## config.mk

```make
export PLATFORM = sky130hd
export DESIGN_NAME = sensor_table_interpolator
export DESIGN_NICKNAME = d
export VERILOG_FILES = /design/src/sti_pkg.sv /design/src/sti_table.sv /design/src/sti_divider.sv /design/src/sensor_table_interpolator.sv
export SDC_FILE = /design/constraint.sdc
export NUM_CORES = 2
export LEC_CHECK = 0
export ABC_AREA = 1
export BUFFER_PORTS_ARGS = -buffer_cell sky130_fd_sc_hd__buf_4
export CAP_MARGIN = 20
export CORE_MARGIN = 5
export CORE_UTILIZATION = 46
export CTS_CLUSTER_DIAMETER = 60
export DETAILED_ROUTE_END_ITERATION = 10
export PLACE_DENSITY_LB_ADDON = 0.1
export SETUP_SLACK_MARGIN = 0.4
export SLEW_MARGIN = 20
export SYNTH_ARGS = -nofsm -noshare
export SYNTH_HDL_FRONTEND = slang
export SYNTH_SLANG_ARGS = --single-unit
```

## constraint.sdc

```tcl
create_clock -name clk -period 5.8 [get_ports clk]
set_input_delay 0.29 -clock clk [delete_from_list [all_inputs] [get_ports clk]]
set_output_delay 0.29 -clock clk [all_outputs]
set_load 0.01 [all_outputs]
```

## src/sti_pkg.sv

```systemverilog
package sti_pkg;

    localparam int TABLE_DEPTH_DEF = 16;
    localparam int ADC_BITS_DEF    = 10;

    localparam int DIA_W        = 15;
    localparam int DIAM_W       = 16;
    localparam int PWM_W        = 8;
    localparam int PNUM_W       = DIAM_W + 1 + PWM_W;
    localparam int ENTRY_IDX_W  = 4;
    localparam int CNT_CFG_W    = 5;
    localparam int SAT_W        = 10;
    localparam int CFG_IDX_W    = 3;
    localparam int CFG_DATA_W   = 15;

    localparam logic [PWM_W-1:0] PWM_MAX = 8'd255;

    localparam logic REQ_WRITE   = 1'b0;
    localparam logic REQ_CONVERT = 1'b1;

    localparam logic [CFG_IDX_W-1:0] REG_ENTRY_COUNT = 3'd0;
    localparam logic [CFG_IDX_W-1:0] REG_PWM_LOW     = 3'd1;
    localparam logic [CFG_IDX_W-1:0] REG_PWM_HIGH    = 3'd2;
    localparam logic [CFG_IDX_W-1:0] REG_FAULT_MIN   = 3'd3;
    localparam logic [CFG_IDX_W-1:0] REG_SAT_ADC     = 3'd4;

    localparam logic [CNT_CFG_W-1:0]  ENTRY_COUNT_RST = 5'd2;
    localparam logic [DIA_W-1:0]      PWM_LOW_RST     = 15'd0;
    localparam logic [DIA_W-1:0]      PWM_HIGH_RST    = 15'd3000;
    localparam logic [DIA_W-1:0]      FAULT_MIN_RST   = 15'd1500;
    localparam logic [SAT_W-1:0]      SAT_ADC_RST     = 10'd3;

    typedef struct packed {
        logic start;
        logic short_q;
    } div_ctl_t;

endpackage

```

## src/sti_table.sv

```systemverilog
module sti_table
    import sti_pkg::*;
#(
    parameter int DEPTH  = TABLE_DEPTH_DEF,
    parameter int AW     = 4,
    parameter int DATA_W = ADC_BITS_DEF + DIA_W
)(
    input  logic              clk,
    input  logic              we,
    input  logic [AW-1:0]     waddr,
    input  logic [DATA_W-1:0] wdata,
    input  logic [AW-1:0]     raddr,
    output logic [DATA_W-1:0] rdata
);

    logic [DATA_W-1:0] mem [DEPTH];
    logic [DATA_W-1:0] rdata_reg;

    always_ff @(posedge clk)
    begin
        if (we)
        begin
            mem[waddr] <= wdata;
        end
        rdata_reg <= mem[raddr];
    end

    assign rdata = rdata_reg;

endmodule

```

## src/sti_divider.sv

```systemverilog
module sti_divider
    import sti_pkg::*;
#(
    parameter int NW          = DIA_W + ADC_BITS_DEF,
    parameter int DW          = DIA_W,
    parameter int SHORT_STEPS = PWM_W
)(
    input  logic          clk,
    input  logic          rst_n,
    input  div_ctl_t      ctl,
    input  logic [NW-1:0] num,
    input  logic [DW-1:0] den,
    output logic [NW-1:0] quo,
    output logic          done
);

    localparam int CNTW = $clog2(NW + 1);

    logic [DW-1:0]   rem_reg;
    logic [NW-1:0]   sh_reg;
    logic [DW-1:0]   den_reg;
    logic [CNTW-1:0] cnt_reg;
    logic            busy_reg;
    logic            done_reg;

    logic [DW:0] shifted;
    logic [DW:0] trial;
    logic        fits;

    assign shifted = {rem_reg, sh_reg[NW-1]};
    assign trial   = shifted - {1'b0, den_reg};
    assign fits    = shifted >= {1'b0, den_reg};

    always_ff @(posedge clk or negedge rst_n)
    begin
        if (!rst_n)
        begin
            busy_reg <= 1'b0;
            done_reg <= 1'b0;
            cnt_reg  <= '0;
        end
        else
        begin
            done_reg <= 1'b0;
            if (ctl.start)
            begin
                busy_reg <= 1'b1;
                cnt_reg  <= ctl.short_q ? CNTW'(SHORT_STEPS) : CNTW'(NW);
            end
            else if (busy_reg)
            begin
                cnt_reg <= cnt_reg - CNTW'(1);
                if (cnt_reg == CNTW'(1))
                begin
                    busy_reg <= 1'b0;
                    done_reg <= 1'b1;
                end
            end
        end
    end

    // short mode: quotient known to fit SHORT_STEPS bits, skip leading steps
    always_ff @(posedge clk)
    begin
        if (ctl.start)
        begin
            den_reg <= den;
            if (ctl.short_q)
            begin
                rem_reg <= DW'(num >> SHORT_STEPS);
                sh_reg  <= num << (NW - SHORT_STEPS);
            end
            else
            begin
                rem_reg <= '0;
                sh_reg  <= num;
            end
        end
        else if (busy_reg)
        begin
            rem_reg <= fits ? trial[DW-1:0] : shifted[DW-1:0];
            sh_reg  <= {sh_reg[NW-2:0], fits};
        end
    end

    assign quo  = sh_reg;
    assign done = done_reg;

endmodule

```

## src/sensor_table_interpolator.sv

```systemverilog
// Table write: done is strobed in the cycle after accept; busy stays low.
// Conversion: the table scan over at most n entries, n the clamped entry count,
// (one entry per cycle through the memory read port), then, where needed,
// the bit-serial divider (15 + ADC_BITS steps, then 8 steps for the PWM map).
// One item at a time; the next is taken in the cycle its predecessor's result shows.
// Reset clears config registers to defaults and the controller to idle; table undefined.
module sensor_table_interpolator
    import sti_pkg::*;
#(
    parameter int TABLE_DEPTH = TABLE_DEPTH_DEF,
    parameter int ADC_BITS    = ADC_BITS_DEF
)(
    input  logic                    clk,
    input  logic                    rst_n,
    input  logic                    cfg_write,
    input  logic [CFG_IDX_W-1:0]    cfg_index,
    input  logic [CFG_DATA_W-1:0]   cfg_data,
    input  logic                    start,
    output logic                    busy,
    input  logic                    req_type,
    input  logic [ENTRY_IDX_W-1:0]  entry_index,
    input  logic [ADC_BITS-1:0]     entry_adc,
    input  logic [DIA_W-1:0]        entry_dia_um,
    input  logic [ADC_BITS-1:0]     sample,
    output logic                    done,
    output logic signed [DIAM_W-1:0] diameter_um,
    output logic [PWM_W-1:0]        pwm_level,
    output logic                    fault,
    output logic                    out_of_range
);

    localparam int AW   = (TABLE_DEPTH > 1) ? $clog2(TABLE_DEPTH) : 1;
    localparam int CWD  = $clog2(TABLE_DEPTH + 1);
    localparam int CW   = (CWD > CNT_CFG_W) ? CWD : CNT_CFG_W;
    localparam int EW   = ADC_BITS + DIA_W;
    localparam int NW   = DIA_W + ADC_BITS;
    localparam int DW   = (ADC_BITS > DIA_W) ? ADC_BITS : DIA_W;
    localparam int PW   = DIAM_W + ADC_BITS + 1;
    localparam int SW   = NW + 2;
    localparam int SCW  = (ADC_BITS > SAT_W) ? ADC_BITS : SAT_W;

    localparam logic [CW-1:0] ONE_C = CW'(1);
    localparam logic [CW-1:0] TWO_C = CW'(2);
    localparam logic [CW-1:0] TD_C  = CW'(TABLE_DEPTH);
    localparam logic signed [SW-1:0] SAT_MAX = SW'(32767);
    localparam logic signed [SW-1:0] SAT_MIN = -SW'(32768);

    typedef enum logic [7:0] {
        ST_IDLE  = 8'b0000_0001,
        ST_SCAN  = 8'b0000_0010,
        ST_MUL   = 8'b0000_0100,
        ST_DIV_I = 8'b0000_1000,
        ST_SUM   = 8'b0001_0000,
        ST_MAP   = 8'b0010_0000,
        ST_DIV_P = 8'b0100_0000,
        ST_FIN   = 8'b1000_0000
    } state_t;

    state_t state_reg, state_next;

    logic [CNT_CFG_W-1:0] entry_count_reg;
    logic [DIA_W-1:0]     pwm_low_reg;
    logic [DIA_W-1:0]     pwm_high_reg;
    logic [DIA_W-1:0]     fault_min_reg;
    logic [SAT_W-1:0]     sat_adc_reg;

    logic [ADC_BITS-1:0]      sample_reg;
    logic [CW-1:0]            n_reg;
    logic [CW-1:0]            addr_reg;
    logic [ADC_BITS-1:0]      prev_adc_reg;
    logic [DIA_W-1:0]         prev_dia_reg;
    logic [ADC_BITS-1:0]      cur_adc_reg;
    logic [DIA_W-1:0]         cur_dia_reg;
    logic signed [PW-1:0]     prod_reg;
    logic signed [ADC_BITS:0] den_reg;
    logic signed [NW:0]       q_reg;
    logic signed [DIAM_W-1:0] dia_reg;
    logic                     oor_reg;
    logic [PWM_W-1:0]         pwm_reg;
    logic [NW-1:0]            pnum_reg;
    logic [DW-1:0]            span_reg;
    logic                     div_start_reg;

    logic                     done_reg;
    logic signed [DIAM_W-1:0] res_dia_reg;
    logic [PWM_W-1:0]         res_pwm_reg;
    logic                     res_fault_reg;
    logic                     res_oor_reg;

    logic              accept;
    logic              tbl_we;
    logic [CW-1:0]     widx_ext;
    logic [AW-1:0]     tbl_raddr;
    logic [EW-1:0]     tbl_rdata;
    logic [ADC_BITS-1:0] rd_adc;
    logic [DIA_W-1:0]  rd_dia;
    logic [CW-1:0]     ec_ext;
    logic [CW-1:0]     n_clamp;
    logic              found;
    logic              first_beat;
    logic              last_beat;

    logic signed [DIAM_W-1:0]  dd;
    logic signed [ADC_BITS:0]  ds;
    logic signed [ADC_BITS:0]  den_w;
    logic                      den_zero;
    logic signed [PW-1:0]      prod_abs;
    logic signed [ADC_BITS:0]  den_abs;
    logic                      q_neg;
    logic signed [SW-1:0]      sum_w;
    logic signed [DIAM_W-1:0]  dia_sat;
    logic signed [DIAM_W-1:0]  span_w;
    logic signed [DIAM_W:0]    diff_w;
    logic signed [PNUM_W-1:0]  pn_w;
    logic                      map_zero;
    logic                      map_full;
    logic                      map_div;
    logic                      fault_w;

    div_ctl_t       div_ctl;
    logic [NW-1:0]  div_num;
    logic [DW-1:0]  div_den;
    logic [NW-1:0]  div_quo;
    logic           div_done;

    assign busy   = (state_reg != ST_IDLE);
    assign accept = start && !busy;

    // config port
    always_ff @(posedge clk or negedge rst_n)
    begin
        if (!rst_n)
        begin
            entry_count_reg <= ENTRY_COUNT_RST;
            pwm_low_reg     <= PWM_LOW_RST;
            pwm_high_reg    <= PWM_HIGH_RST;
            fault_min_reg   <= FAULT_MIN_RST;
            sat_adc_reg     <= SAT_ADC_RST;
        end
        else if (cfg_write)
        begin
            unique case (cfg_index)
                REG_ENTRY_COUNT: entry_count_reg <= cfg_data[CNT_CFG_W-1:0];
                REG_PWM_LOW:     pwm_low_reg     <= cfg_data[DIA_W-1:0];
                REG_PWM_HIGH:    pwm_high_reg    <= cfg_data[DIA_W-1:0];
                REG_FAULT_MIN:   fault_min_reg   <= cfg_data[DIA_W-1:0];
                REG_SAT_ADC:     sat_adc_reg     <= cfg_data[SAT_W-1:0];
                default:         ;
            endcase
        end
    end

    // table
    assign widx_ext  = CW'(entry_index);
    assign tbl_we    = accept && (req_type == REQ_WRITE) && (widx_ext < TD_C);
    assign tbl_raddr = (state_reg == ST_SCAN) ? addr_reg[AW-1:0] : '0;

    sti_table #(
        .DEPTH  (TABLE_DEPTH),
        .AW     (AW),
        .DATA_W (EW)
    ) u_table (
        .clk   (clk),
        .we    (tbl_we),
        .waddr (widx_ext[AW-1:0]),
        .wdata ({entry_adc, entry_dia_um}),
        .raddr (tbl_raddr),
        .rdata (tbl_rdata)
    );

    assign rd_adc = tbl_rdata[EW-1:DIA_W];
    assign rd_dia = tbl_rdata[DIA_W-1:0];

    assign ec_ext  = CW'(entry_count_reg);
    assign n_clamp = (ec_ext < TWO_C) ? TWO_C : ((ec_ext > TD_C) ? TD_C : ec_ext);

    // rd data holds entry addr_reg - 1 during scan
    assign found      = rd_adc > sample_reg;
    assign first_beat = (addr_reg == ONE_C);
    assign last_beat  = (addr_reg == n_reg);

    assign dd       = $signed({1'b0, cur_dia_reg}) - $signed({1'b0, prev_dia_reg});
    assign ds       = $signed({1'b0, sample_reg}) - $signed({1'b0, prev_adc_reg});
    assign den_w    = $signed({1'b0, cur_adc_reg}) - $signed({1'b0, prev_adc_reg});
    assign den_zero = (cur_adc_reg == prev_adc_reg);

    assign prod_abs = prod_reg[PW-1] ? -prod_reg : prod_reg;
    assign den_abs  = den_reg[ADC_BITS] ? -den_reg : den_reg;
    assign q_neg    = prod_reg[PW-1] ^ den_reg[ADC_BITS];

    assign sum_w   = SW'($signed({1'b0, prev_dia_reg})) + SW'(q_reg);
    assign dia_sat = (sum_w > SAT_MAX) ? DIAM_W'(SAT_MAX) :
                     ((sum_w < SAT_MIN) ? DIAM_W'(SAT_MIN) : sum_w[DIAM_W-1:0]);

    assign span_w   = $signed({1'b0, pwm_high_reg}) - $signed({1'b0, pwm_low_reg});
    assign diff_w   = $signed({dia_reg[DIAM_W-1], dia_reg}) - $signed({2'b00, pwm_low_reg});
    assign pn_w     = (PNUM_W'(diff_w) <<< PWM_W) - PNUM_W'(diff_w);
    assign map_zero = (span_w <= 0) || (diff_w <= 0);
    assign map_full = diff_w >= $signed({span_w[DIAM_W-1], span_w});
    assign map_div  = !map_zero && !map_full;

    assign fault_w = (SCW'(sample_reg) < SCW'(sat_adc_reg)) ||
                     (dia_reg < $signed({1'b0, fault_min_reg}));

    // divider
    assign div_ctl.start   = div_start_reg;
    assign div_ctl.short_q = (state_reg == ST_DIV_P);
    assign div_num = (state_reg == ST_DIV_P) ? pnum_reg : prod_abs[NW-1:0];
    assign div_den = (state_reg == ST_DIV_P) ? span_reg : DW'(den_abs[ADC_BITS-1:0]);

    sti_divider #(
        .NW          (NW),
        .DW          (DW),
        .SHORT_STEPS (PWM_W)
    ) u_divider (
        .clk   (clk),
        .rst_n (rst_n),
        .ctl   (div_ctl),
        .num   (div_num),
        .den   (div_den),
        .quo   (div_quo),
        .done  (div_done)
    );

    always_comb
    begin
        state_next = state_reg;
        unique case (state_reg)
            ST_IDLE:
            begin
                if (accept && (req_type == REQ_CONVERT))
                begin
                    state_next = ST_SCAN;
                end
            end
            ST_SCAN:
            begin
                if (!first_beat)
                begin
                    if (found)
                    begin
                        state_next = ST_MUL;
                    end
                    else if (last_beat)
                    begin
                        state_next = ST_MAP;
                    end
                end
            end
            ST_MUL:   state_next = den_zero ? ST_SUM : ST_DIV_I;
            ST_DIV_I: state_next = div_done ? ST_SUM : ST_DIV_I;
            ST_SUM:   state_next = ST_MAP;
            ST_MAP:   state_next = map_div ? ST_DIV_P : ST_FIN;
            ST_DIV_P: state_next = div_done ? ST_FIN : ST_DIV_P;
            ST_FIN:   state_next = ST_IDLE;
            default:  state_next = ST_IDLE;
        endcase
    end

    always_ff @(posedge clk or negedge rst_n)
    begin
        if (!rst_n)
        begin
            state_reg     <= ST_IDLE;
            done_reg      <= 1'b0;
            div_start_reg <= 1'b0;
        end
        else
        begin
            state_reg     <= state_next;
            done_reg      <= (accept && (req_type == REQ_WRITE)) || (state_reg == ST_FIN);
            div_start_reg <= ((state_reg == ST_MUL) && !den_zero) ||
                             ((state_reg == ST_MAP) && map_div);
        end
    end

    always_ff @(posedge clk)
    begin
        unique case (state_reg)
            ST_IDLE:
            begin
                sample_reg <= sample;
                n_reg      <= n_clamp;
                addr_reg   <= ONE_C;
                if (accept && (req_type == REQ_WRITE))
                begin
                    res_dia_reg   <= '0;
                    res_pwm_reg   <= '0;
                    res_fault_reg <= 1'b0;
                    res_oor_reg   <= 1'b0;
                end
            end
            ST_SCAN:
            begin
                addr_reg <= addr_reg + ONE_C;
                if (first_beat || !found)
                begin
                    prev_adc_reg <= rd_adc;
                    prev_dia_reg <= rd_dia;
                end
                else
                begin
                    cur_adc_reg <= rd_adc;
                    cur_dia_reg <= rd_dia;
                end
                oor_reg <= !first_beat && !found && last_beat;
                if (!first_beat && !found && last_beat)
                begin
                    dia_reg <= $signed({1'b0, rd_dia});
                end
            end
            ST_MUL:
            begin
                prod_reg <= PW'(dd) * PW'(ds);
                den_reg  <= den_w;
                q_reg    <= '0;
            end
            ST_DIV_I:
            begin
                if (div_done)
                begin
                    q_reg <= q_neg ? -$signed({1'b0, div_quo}) : $signed({1'b0, div_quo});
                end
            end
            ST_SUM:
            begin
                dia_reg <= dia_sat;
            end
            ST_MAP:
            begin
                pwm_reg  <= map_zero ? '0 : PWM_MAX;
                pnum_reg <= NW'(pn_w[PNUM_W-2:0]);
                span_reg <= DW'(span_w[DIA_W-1:0]);
            end
            ST_DIV_P:
            begin
                if (div_done)
                begin
                    pwm_reg <= div_quo[PWM_W-1:0];
                end
            end
            ST_FIN:
            begin
                res_dia_reg   <= dia_reg;
                res_pwm_reg   <= pwm_reg;
                res_fault_reg <= fault_w;
                res_oor_reg   <= oor_reg;
            end
            default: ;
        endcase
    end

    assign done         = done_reg;
    assign diameter_um  = res_dia_reg;
    assign pwm_level    = res_pwm_reg;
    assign fault        = res_fault_reg;
    assign out_of_range = res_oor_reg;

endmodule

```

==> reports/results.txt <==
Routed length per instance: 19.6 um
Syn avg cell area: 9.94 um^2
Post-synth top area cell: edfxtp_1
Diode count: 0
Synthesized flop and latch total: 779
Number of global-route vias before repair: 32700
Final net count: 5402
Fin. Hold Viols: 0
Clock skew: 0.0255 ns
Fin crit share: 1.10
# clock sinks: 779
Leading post-synthesis cells by instance count: nand2_1, edfxtp_1, inv_1
Most common cell in the netlist: nand2_1
Worst Hold Class: input pin to register
CP endpoint kind: register
Most used cell, CP: fa_1
Number of flip-flops under the largest register name: 400
Die Y: 322 um
Clock slew at reported path FFs: 0.06 ns
I/O Buffers: 89
Most used flip-flop cell after synthesis: edfxtp_1
Critical Path Fanout Max: 6
CP delay by family, top: adder cells
Placed cell count: 6027
Number of library cell types mapped by synthesis: 64
Worst Path Required: 6.22 ns
Maxcap violations: 0
Grt met1 use: 0.323
Antenna viol nets, final: 0
CP Class: register to register
Dpl cell area: 49300 um^2
Failing checks: setup timing
Die area: 104000 um^2
Worst Max-Slew Pin Slew: 1.04 ns
Initial Util: 0.463
Area grow syn2layout: 20.3%
Vias per std cell: 5.26
Top Usage Layer GRT: met2
Sequential-to-total area share from yosys stat: 0.508
Root Driver: clkbuf_16
Startpoint Class: register
Clk Latency, worst-skew pair: 0.67 ns
Placer Congestion: 0.914
Slew Viols, Final: 0
Finished Cell Area: 53900 um^2
Post-synth EDFFs: 677
Layout cells sized above 1: 0.188
Syn Nets: 4965
Final cell count without fillers: 6297
Max_slew headroom: 0.304
Crit path DAT: 6.78 ns
Syn. warnings: 0
Max Fclk: 0.157 GHz
DRT iter0 DRCs: 2454
Synth Cell Area: 44800 um^2
Detailed placement HPWL: 87800 um
Met3 global-route usage: 0.0331
Max stage delay cell, worst path: fa_1
Drt first pass iters: 5
Rows: 114
Residual DRC: 0
Share of the synthesized area in the top cell type: 0.454
Num ports: 90
Pin count of the biggest net entering global routing: 99
Initial antenna violation count: 1
Ys async rst share: 0.0988
Crit-path max cell delay: 0.54 ns
Worst path buffer plus inverter count: 8
Layout Utilization: 0.558
Max H-tree Level: 3
Gate Count Post-Synth: 4510
Synth top area cells: edfxtp_1, fa_1, ha_1, nand2_1, inv_1
CTS max path bufs: 3
Overall routed net length: 123000 um
Met2 usage: 0.402
Setup-failing EPs final: 15
Vias: 33100
Chip Width: 322 um
Final worst slack: -0.556 ns
Core area: 96700 um^2
Min cycle time layout: 6.36 ns
Global-route usage over all layers: 0.235
First-pass GRT wire length: 190000 um
CTS tree: yes
Gr ovfl total: 0
Status: complete, but fails checks
CTS Buf Count: 88
RSZ-0062 raised after global routing: true
worst paths after layout:
kind	from	to	slack [ns]	depth (start not counted)
setup / recovery	prev_dia_reg[0]	prod_reg[22]	-0.56	28
hold / removal	cfg_data[2]	pwm_low_reg[2]	0.04	3
setup reg to reg	prev_dia_reg[0]	prod_reg[22]	-0.56	28
hold reg to reg	u_divider.cnt_reg[4]	u_divider.done	0.46	1
max in group asynchronous	rst_n	fault_min_reg[5]	4.62	3
min in group asynchronous	rst_n	done	0.09	2
logic make-up (layout without fill, tap and decap cells):
logic type                 after synthesis  count (layout)  share of synthesized area
AOI/OAI and AO/OA                      690             690                     0.0952
DFF                                    779             779                      0.508
muxes                                    2               2                   0.000447
and+or+nand+nor                       1717            1718                      0.165
xor gates and xnor gates               120             120                     0.0238
buffers and inverters                  809            1319                     0.0696
adders and majority gates              393             393                      0.138
repair_timing:
item,4_1_cts,5_1_grt
endpoints found under the hold margin,469,0
hold buffers,50,0
pin swaps,73,87
buffers inserted,19,35
gates resized for setup,114,137
cloned,0,1
endpoints found under the setup margin,19,19
layer usage:
layer / vias to the layer above / part of all wire
li1: 16200 / -
met1: 16000 / 0.44
met2: 759 / 0.49
met3: 161 / 0.048
met4: 0 / 0.021
met5: - / 0
worst reg2reg max path: cells and delay by family (launching register included):
kind | cells | cell delay [ns]
AND/OR/NAND/NOR | 5 | 0.52
buffers and inverters | 8 | 0.81
AO/OA/AOI/OAI | 5 | 0.72
flip-flops | 1 | 0.40
XOR/XNOR | 2 | 0.39
adder cells (fa/ha/maj) | 8 | 3.30
cell usage in the layout (no fill, tap or decap), types with 32 or more instances in the layout:
cell,instances
nand3_1,198
xor2_1,72
a21oi_1,172
buf_4,386
inv_2,56
nand2_2,56
o211ai_1,40
nand4_1,34
nor3_1,101
o21ai_0,173
fa_1,156
xnor2_1,35
nor2_1,462
o21ai_1,55
buf_6,32
or2_2,40
o221ai_1,100
clkbuf_16,89
dfrtp_1,58
dlygate4sd3_1,50
ha_1,193
edfxtp_1,677
nand2_1,694
inv_1,609
stage by stage:
stage	setup TNS [ns]	setup slack (ns)	hold slack [ns]
2_1_floorplan	-0.777	-0.195	-0.00559
3_3_place_gp	-5.88	-0.592	0.239
3_5_place_dp	-7.39	-0.720	0.237
4_1_cts	-5.17	-0.537	0.00291
5_1_grt	-9.38	-0.822	0.0254
6_report	-5.46	-0.556	0.0429
layout make-up:
type / count / area, um^2
Fill cell: 8523 / 42800
Sequential cell: 779 / 22800
Multi-Input combinational cell: 2923 / 20300
Timing Repair Buffer: 475 / 3890
Inverter: 680 / 2590
Clock buffer: 114 / 2340
Tap cell: 1276 / 1600
Clock inverter: 50 / 467
Power is not shown: default switching activity piles up to over one toggle a cycle in this logic, so the estimate is an artifact.
